$ cat src/rtl/gs2d_pkg.sv
`default_nettype none
package gs2d_pkg;

    // default build constants
    localparam int MAX_WIDTH_DEF  = 1024;
    localparam int MAX_RADIUS_DEF = 5;
    localparam int MAX_HEIGHT     = 4096;

    // fixed field widths
    localparam int HW      = 13;   // row counters and frame height
    localparam int PIX_W   = 16;
    localparam int VAL_W   = 32;
    localparam int TAP_W   = 16;
    localparam int NUM_TAP = 6;
    localparam int ACC_W   = 58;
    localparam int CFG_IW  = 3;

    // register indexes
    localparam logic [CFG_IW-1:0] REG_FRAME_WIDTH  = 3'd0;
    localparam logic [CFG_IW-1:0] REG_FRAME_HEIGHT = 3'd1;
    localparam logic [CFG_IW-1:0] REG_TAP_CENTER   = 3'd2;
    localparam logic [CFG_IW-1:0] REG_TAP_FIVE     = 3'd7;

    localparam logic [10:0] FRAME_WIDTH_RST  = 11'd1024;
    localparam logic [12:0] FRAME_HEIGHT_RST = 13'd1024;

    typedef enum logic [2:0] {
        S_IDLE,
        S_CHECK,
        S_MAC,
        S_DRAIN,
        S_OUT
    } t_state;

    typedef struct packed {
        logic accept;   // input beat taken
        logic start;    // begin a window sum
        logic step;     // issue one window position
        logic latch;    // register the rounded result
        logic take;     // output beat taken
    } t_cmd;

    typedef struct packed {
        logic out_ready;
        logic scan_last;
        logic pipe_empty;
    } t_status;

endpackage
`default_nettype wire

$ cat src/rtl/gs2d_ctrl.sv
`default_nettype none
module gs2d_ctrl
    import gs2d_pkg::*;
(
    input  wire     i_clk,
    input  wire     i_rst_n,
    input  wire     i_in_valid,
    output logic    o_in_ready,
    output logic    o_out_valid,
    input  wire     i_out_ready,
    input  t_status i_status,
    output t_cmd    o_cmd
);

    t_state r_state, n_state;

    // state register
    always_ff @(posedge i_clk) begin
        if (!i_rst_n) begin
            r_state <= S_IDLE;
        end else begin
            r_state <= n_state;
        end
    end

    // next state
    always_comb begin
        n_state = r_state;
        unique case (r_state)
            S_IDLE:  if (i_in_valid) n_state = S_CHECK;
            S_CHECK: n_state = i_status.out_ready ? S_MAC : S_IDLE;
            S_MAC:   if (i_status.scan_last) n_state = S_DRAIN;
            S_DRAIN: if (i_status.pipe_empty) n_state = S_OUT;
            S_OUT:   if (i_out_ready) n_state = S_IDLE;
            default: n_state = S_IDLE;
        endcase
    end

    // outputs
    always_comb begin
        o_in_ready   = (r_state == S_IDLE);
        o_out_valid  = (r_state == S_OUT);
        o_cmd.accept = (r_state == S_IDLE) && i_in_valid;
        o_cmd.start  = (r_state == S_CHECK) && i_status.out_ready;
        o_cmd.step   = (r_state == S_MAC);
        o_cmd.latch  = (r_state == S_DRAIN) && i_status.pipe_empty;
        o_cmd.take   = (r_state == S_OUT) && i_out_ready;
    end

endmodule
`default_nettype wire

$ cat config.mk
export PLATFORM = sky130hd
export DESIGN_NAME = gs2d_ctrl
export DESIGN_NICKNAME = d
export VERILOG_FILES = /design/src/rtl/gs2d_pkg.sv /design/src/rtl/gs2d_ctrl.sv
export SDC_FILE = /design/constraint.sdc
export NUM_CORES = 1
export LEC_CHECK = 0
export BUFFER_PORTS_ARGS = -buffer_cell sky130_fd_sc_hd__buf_2
export CAP_MARGIN = 20
export CORE_AREA = 2 2 39 41
export CTS_BUF_LIST = sky130_fd_sc_hd__clkbuf_4 sky130_fd_sc_hd__clkbuf_8
export DETAILED_ROUTE_END_ITERATION = 8
export DIE_AREA = 0 0 41 43
export PLACE_DENSITY_LB_ADDON = 0.25
export SYNTH_ARGS = -nofsm -noshare
export SYNTH_HDL_FRONTEND = slang
export SYNTH_SLANG_ARGS = --single-unit
$ cat constraint.sdc
create_clock -name i_clk -period 1 [get_ports i_clk]
set_input_delay 0.05 -clock i_clk [delete_from_list [all_inputs] [get_ports i_clk]]
set_output_delay 0.05 -clock i_clk [all_outputs]
set_load 0.03 [all_outputs]
==> run metrics, run 1 <==
Worst Path Arrival 1.10 ns; Slew headroom between 80 and 90%; total track usage around a tenth; f_max 867.2 MHz; outcome complete, but fails checks; Critical Path RT approximately 0.95 ns; largest net degree at the start of global routing 8; final max-slew violation count 0; commonest cells after routing, fill and taps aside buf_4, buf_2, buf_6; Crit path max-delay family flip-flops; M1 GR Usage 9.646%; # diodes 0; CTS tree done; grt ovf 0; layout cells sized above 1 78.26%; max reg flops 3; Psw 0.0001733 W; area delta synth->final 110.3%; Filler cells 153; cts hold-fix bufs 0; CP Cell Sequence nor3b_4 > and2_4 > buf_6; DRT Pass-1 Iters 2; worst-skew pair later-pin latency 0.23 ns; I/O pin count 14; Tcrit/Tclk final 115.3%; drc violations 0; Worst path depth 3; synthesized flop and latch total 3; Port Buffers 13; Comb power frac 32.8%; Placement Setup Slack -0.1182 ns; Cell Pwr Density between 1000 and 1500 mW/mm^2; Crit path buffers/inverters 1; routed len/inst 9.855 microns; Clock Path Buffers 2; Largest regs r_state (3); Root Buffer clkbuf_4; Setup WS post-layout -0.1532 ns; DRT iter0 DRCs 1; Clock power frac between 40% and 50%; Post-Synthesis Net Count 30; internal power 0.0004131 W; Max-Cap Viols 0; initial core utilization 15.73%; row count 14; crit start category flop; Nets 54; Avg Cell Area, Syn 9.466 sq um; Hold Path Depth 2; Fin. Hold Viols 0; Routed WL between 600 and 700 microns; crit end category output port; fin util 33.09%; Reg power frac approximately a quarter; drt via density 4.161; Antenna Nets Post-Route 0; Net Sw Frac between 20 and 30%; GPL Wtd Cong 0.6742; Final Cell Area 457.9 sq um; most flop-heavy register r_state; Cell variety after synth 18; Final Setup Violations 7; Clock Sinks 3; sequential fraction of the synthesis area 27.59%; M3 GR Usage under 10%; vias after detailed routing 258; GR Util met2 12.19%; clock period minus worst slack 1.153 ns; total power 0.0005864 W; Hold Path Class in2reg; critical path's slowest cell dfxtp_4; global-route wire length before repair 1028 microns; core footprint around 0.0014 sq mm; CP Max Fanout 6; critical path's largest stage delay 0.38 ns; DIE AREA 0.001763 sq mm; worst r2r path cells 4; H-tree depth 1; RSZ-0062 raised after global routing yes; cells after synthesis 23; Slew @ Worst Pin 0.2254 ns; Mapped Area approximately 220 sq um; Die H 43 microns; die width 41 microns; antenna violations before repair 0; Syn. warnings 0; area of placed instances 335.3 sq um; clock slew at reported path FFs approximately 0.040 ns; layer with the highest usage met4; Peak VDD IR 0.4795 mV; Worst Skew 0.003582 ns; CTS buffer count 3; hold_ws 0.03765 ns; vias in the first global route 259; DP HPWL 432.1 microns; failing checks negative setup slack; leakage 0.2169 nW; Setup Crit Path Kind reg2out; most common cell after layout, fill and taps aside buf_4
synthesized netlist by cell type, drive strengths merged:
master	number	area, sq um
a211oi	2	15.01
a21oi	1	5.000
and2	2	13.77
and2b	1	7.510
and3b	1	8.760
and4b	1	10.01
buf	2	22.52
dfxtp	3	60.06
nand2	1	3.750
nand2b	2	12.51
nor2	1	3.750
nor2b	1	6.260
nor3	1	5.000
nor3b	2	26.28
nor4bb	1	10.01
o21a	1	7.510
routing by layer:
metal / vias up / routed length, microns
li1: 129 / -
met1: 113 / 222
met2: 14 / 292
met3: 2 / 69
met4: 0 / 27
met5: - / 0
final cells by class:
class	count	area [sq um]	area share (%)
clock buffers	4	30.03	6.557
repair buffers	21	165.2	36.07
multi-input cells	18	171.4	37.43
well taps	16	20.02	4.372
flip-flops and latches	3	71.32	15.57
power groups by stage:
stage          clock network (W)  registers [W]  logic (W)
2_1_floorplan                  0       0.000134   0.000114
3_3_place_gp                   0       0.000155   0.000140
3_5_place_dp                   0       0.000154   0.000138
4_1_cts                 0.000260       0.000148   0.000182
5_1_grt                 0.000265       0.000153   0.000209
6_report                0.000245       0.000149   0.000192
path summary, 6_finish.rpt:
kind / startpoint / to / slack [ns]
setup / recovery: r_state[2]$_SDFFE_PN0P_ / o_cmd[0] / -0.15
hold / removal: i_rst_n / r_state[2]$_SDFFE_PN0P_ / 0.04
setup reg to reg: r_state[1]$_SDFFE_PN0P_ / r_state[1]$_SDFFE_PN0P_ / 0.02
hold reg to reg: r_state[2]$_SDFFE_PN0P_ / r_state[0]$_SDFFE_PN0P_ / 0.62
kinds of logic (layout without fill, tap and decap cells):
family | count (synthesis) | in the layout | share of synthesized area [%]
compound gates | 4 | 4 | 12.64
flops | 3 | 3 | 27.59
simple gates | 14 | 14 | 49.43
buf+inv | 2 | 25 | 10.34
through the flow:
step / std cells / TNS (ns)
after floorplan: 23 / -0.5977
after global placement: 54 / -0.5384
after detailed placement: 54 / -0.4928
after CTS: 61 / -0.8561
after global routing: 62 / -1.186
final: 62 / -0.8000
repair_timing:
action                                  4_1_cts  5_1_grt
cloned                                        0        0
endpoints found under the setup margin       10        9
resized for setup                            20        1
setup buffers                                 3        1
pin swaps                                     3        1
(Power assumes the default switching activity.)
==> run 2, diff against run 1 <==
==> constraint.sdc (replaced) <==
create_clock -name i_clk -period 0.9 [get_ports i_clk]
set_input_delay 0.045 -clock i_clk [delete_from_list [all_inputs] [get_ports i_clk]]
set_output_delay 0.045 -clock i_clk [all_outputs]
set_load 0.03 [all_outputs]
==> run metrics, run 2 (synthesized netlist as in run 1, its figures left out) <==
GPL Wtd Cong 0.6431; Hold Path Origin i_rst_n; area of placed instances 322.8 sq um; crit start category flop; Reg power frac 26.9%; clock period minus worst slack approximately 1.2 ns; total track usage around 8.4%; die width just over 40 microns; most common cell after layout, fill and taps aside buf_2; Clock Sinks 3; failing checks negative setup slack; largest net degree at the start of global routing 8; Antenna Nets Post-Route 0; drt via density 4.086; Root Buffer clkbuf_4; core footprint 0.001384 sq mm; Final Cell Area 420.4 sq um; Clock power frac approximately 44%; Setup Crit Path Kind reg2out; CP startpoint r_state[2]$_SDFFE_PN0P_; CP Max Fanout 6; Largest regs r_state (3); Net Sw Frac 29.55%; Hold Path Class in2reg; Nets 50; Worst Hold Path EP r_state[2]$_SDFFE_PN0P_; I/O pin count 14; Max-Cap Viols 0; Fin. Hold Viols 0; Worst Path Arrival approximately 1.1 ns; Setup WS post-layout -0.2525 ns; most flop-heavy register r_state; routed len/inst 9.155 microns; internal power roughly 0.00044 W; H-tree depth 1; DRT iter0 DRCs 0; Comb power frac 29.6%; global-route wire length before repair slightly above 900 microns; CTS buffer count 3; clock slew at reported path FFs about 0.04 ns; max reg flops 3; worst-skew pair later-pin latency around 0.24 ns; Routed WL 531 microns; crit end category output port; CTS tree done; Slew @ Worst Pin 0.2315 ns; initial core utilization 15.73%; Final Setup Violations 10; RSZ-0062 raised after global routing yes; Hold Path Depth 2; Slew headroom a little over four fifths; layout cells sized above 1 73.81%; row count 14; outcome complete, but fails checks; reg2reg start r_state[1]$_SDFFE_PN0P_; Critical R2R Capture r_state[0]$_SDFFE_PN0P_; worst r2r path cells 4; grt ovf 0; DP HPWL 368.1 microns; drc violations 0; vias after detailed routing 237; leakage 0.1960 nW; Cell Pwr Density ~1500 mW/mm^2; Tcrit/Tclk final 128.1%; commonest cells after routing, fill and taps aside buf_2, buf_4, clkbuf_4, buf_6, dfxtp_4; area delta synth->final 93.10%; final max-slew violation count 0; vias in the first global route roughly 220; total power 0.0006208 W; Port Buffers 13; f_max 867.7 MHz; Critical Path RT between 0.8 and 0.9 ns; antenna violations before repair 0; reg-to-reg slack, setup -0.07 ns; Psw roughly 0.00018 W; Worst Skew around 0.0056 ns; Die H 43 microns; DRT Pass-1 Iters 1; Peak VDD IR 0.4929 mV; Clock Path Buffers 2; # diodes 0; DIE AREA 0.001763 sq mm
[run 2: metrics by stage]
step	hold slack [ns]	std cells	TNS, ns	util, %	setup slack (ns)
floorplan	0.1624	23	-0.7686	-	-0.2389
global placement	0.2680	51	-1.474	23.33	-0.2133
detailed placement	0.2744	51	-1.497	23.33	-0.2284
CTS	0.03209	58	-1.692	30.11	-0.2689
global route	0.04306	58	-2.118	30.38	-0.3080
finish	0.03925	58	-1.542	30.38	-0.2525
[run 2: critical path: stages, from the launching register on]
cell     delay, ns
dfxtp_4       0.39
nor3b_4       0.20
and2_4        0.16
buf_6         0.12
[run 2: layout make-up]
type / instances / area [sq um]
well taps: 16 / 20.02
clock buffers: 4 / 30.03
multi-input cells: 18 / 173.9
repair buffers: 17 / 125.1
fillers: 153 / 963.4
flip-flops and latches: 3 / 71.32
[run 2: timing repair]
action / CTS / global route
setup buffers: 3 / 0
gates resized for setup: 16 / 1
hold buffers: 0 / 0
pin swaps: 5 / 0
setup endpoints to repair: 10 / 10
hold endpoints to repair: 0 / 0
[run 2: how the worst max path moves through the flow]
stage	end	slack [ns]	depth (start not counted)
after detailed placement	r_state[0]$_SDFFE_PN0P_	-0.23	3
after CTS	o_cmd[0]	-0.27	3
final	o_cmd[0]	-0.25	3
after global placement	r_state[0]$_SDFFE_PN0P_	-0.21	3
after floorplan	r_state[2]$_SDFFE_PN0P_	-0.24	4
after global routing	o_cmd[0]	-0.31	3
[run 2: power groups by stage]
stage	Sequential (W)	Combinational, W	Clock [W]
floorplan	0.000149	0.000134	0
global placement	0.000176	0.000135	0
detailed placement	0.000176	0.000134	0
CTS	0.000168	0.000181	0.000282
global route	0.000172	0.000197	0.000296
finish	0.000167	0.000184	0.000270
[run 2: layer usage]
layer,GRT usage (%),vias to the layer above,wire (microns)
met3,5.236,4,66
met5,0,-,0
met4,8.000,0,27
met1,10.58,95,233
met2,9.063,16,203
li1,-,122,-
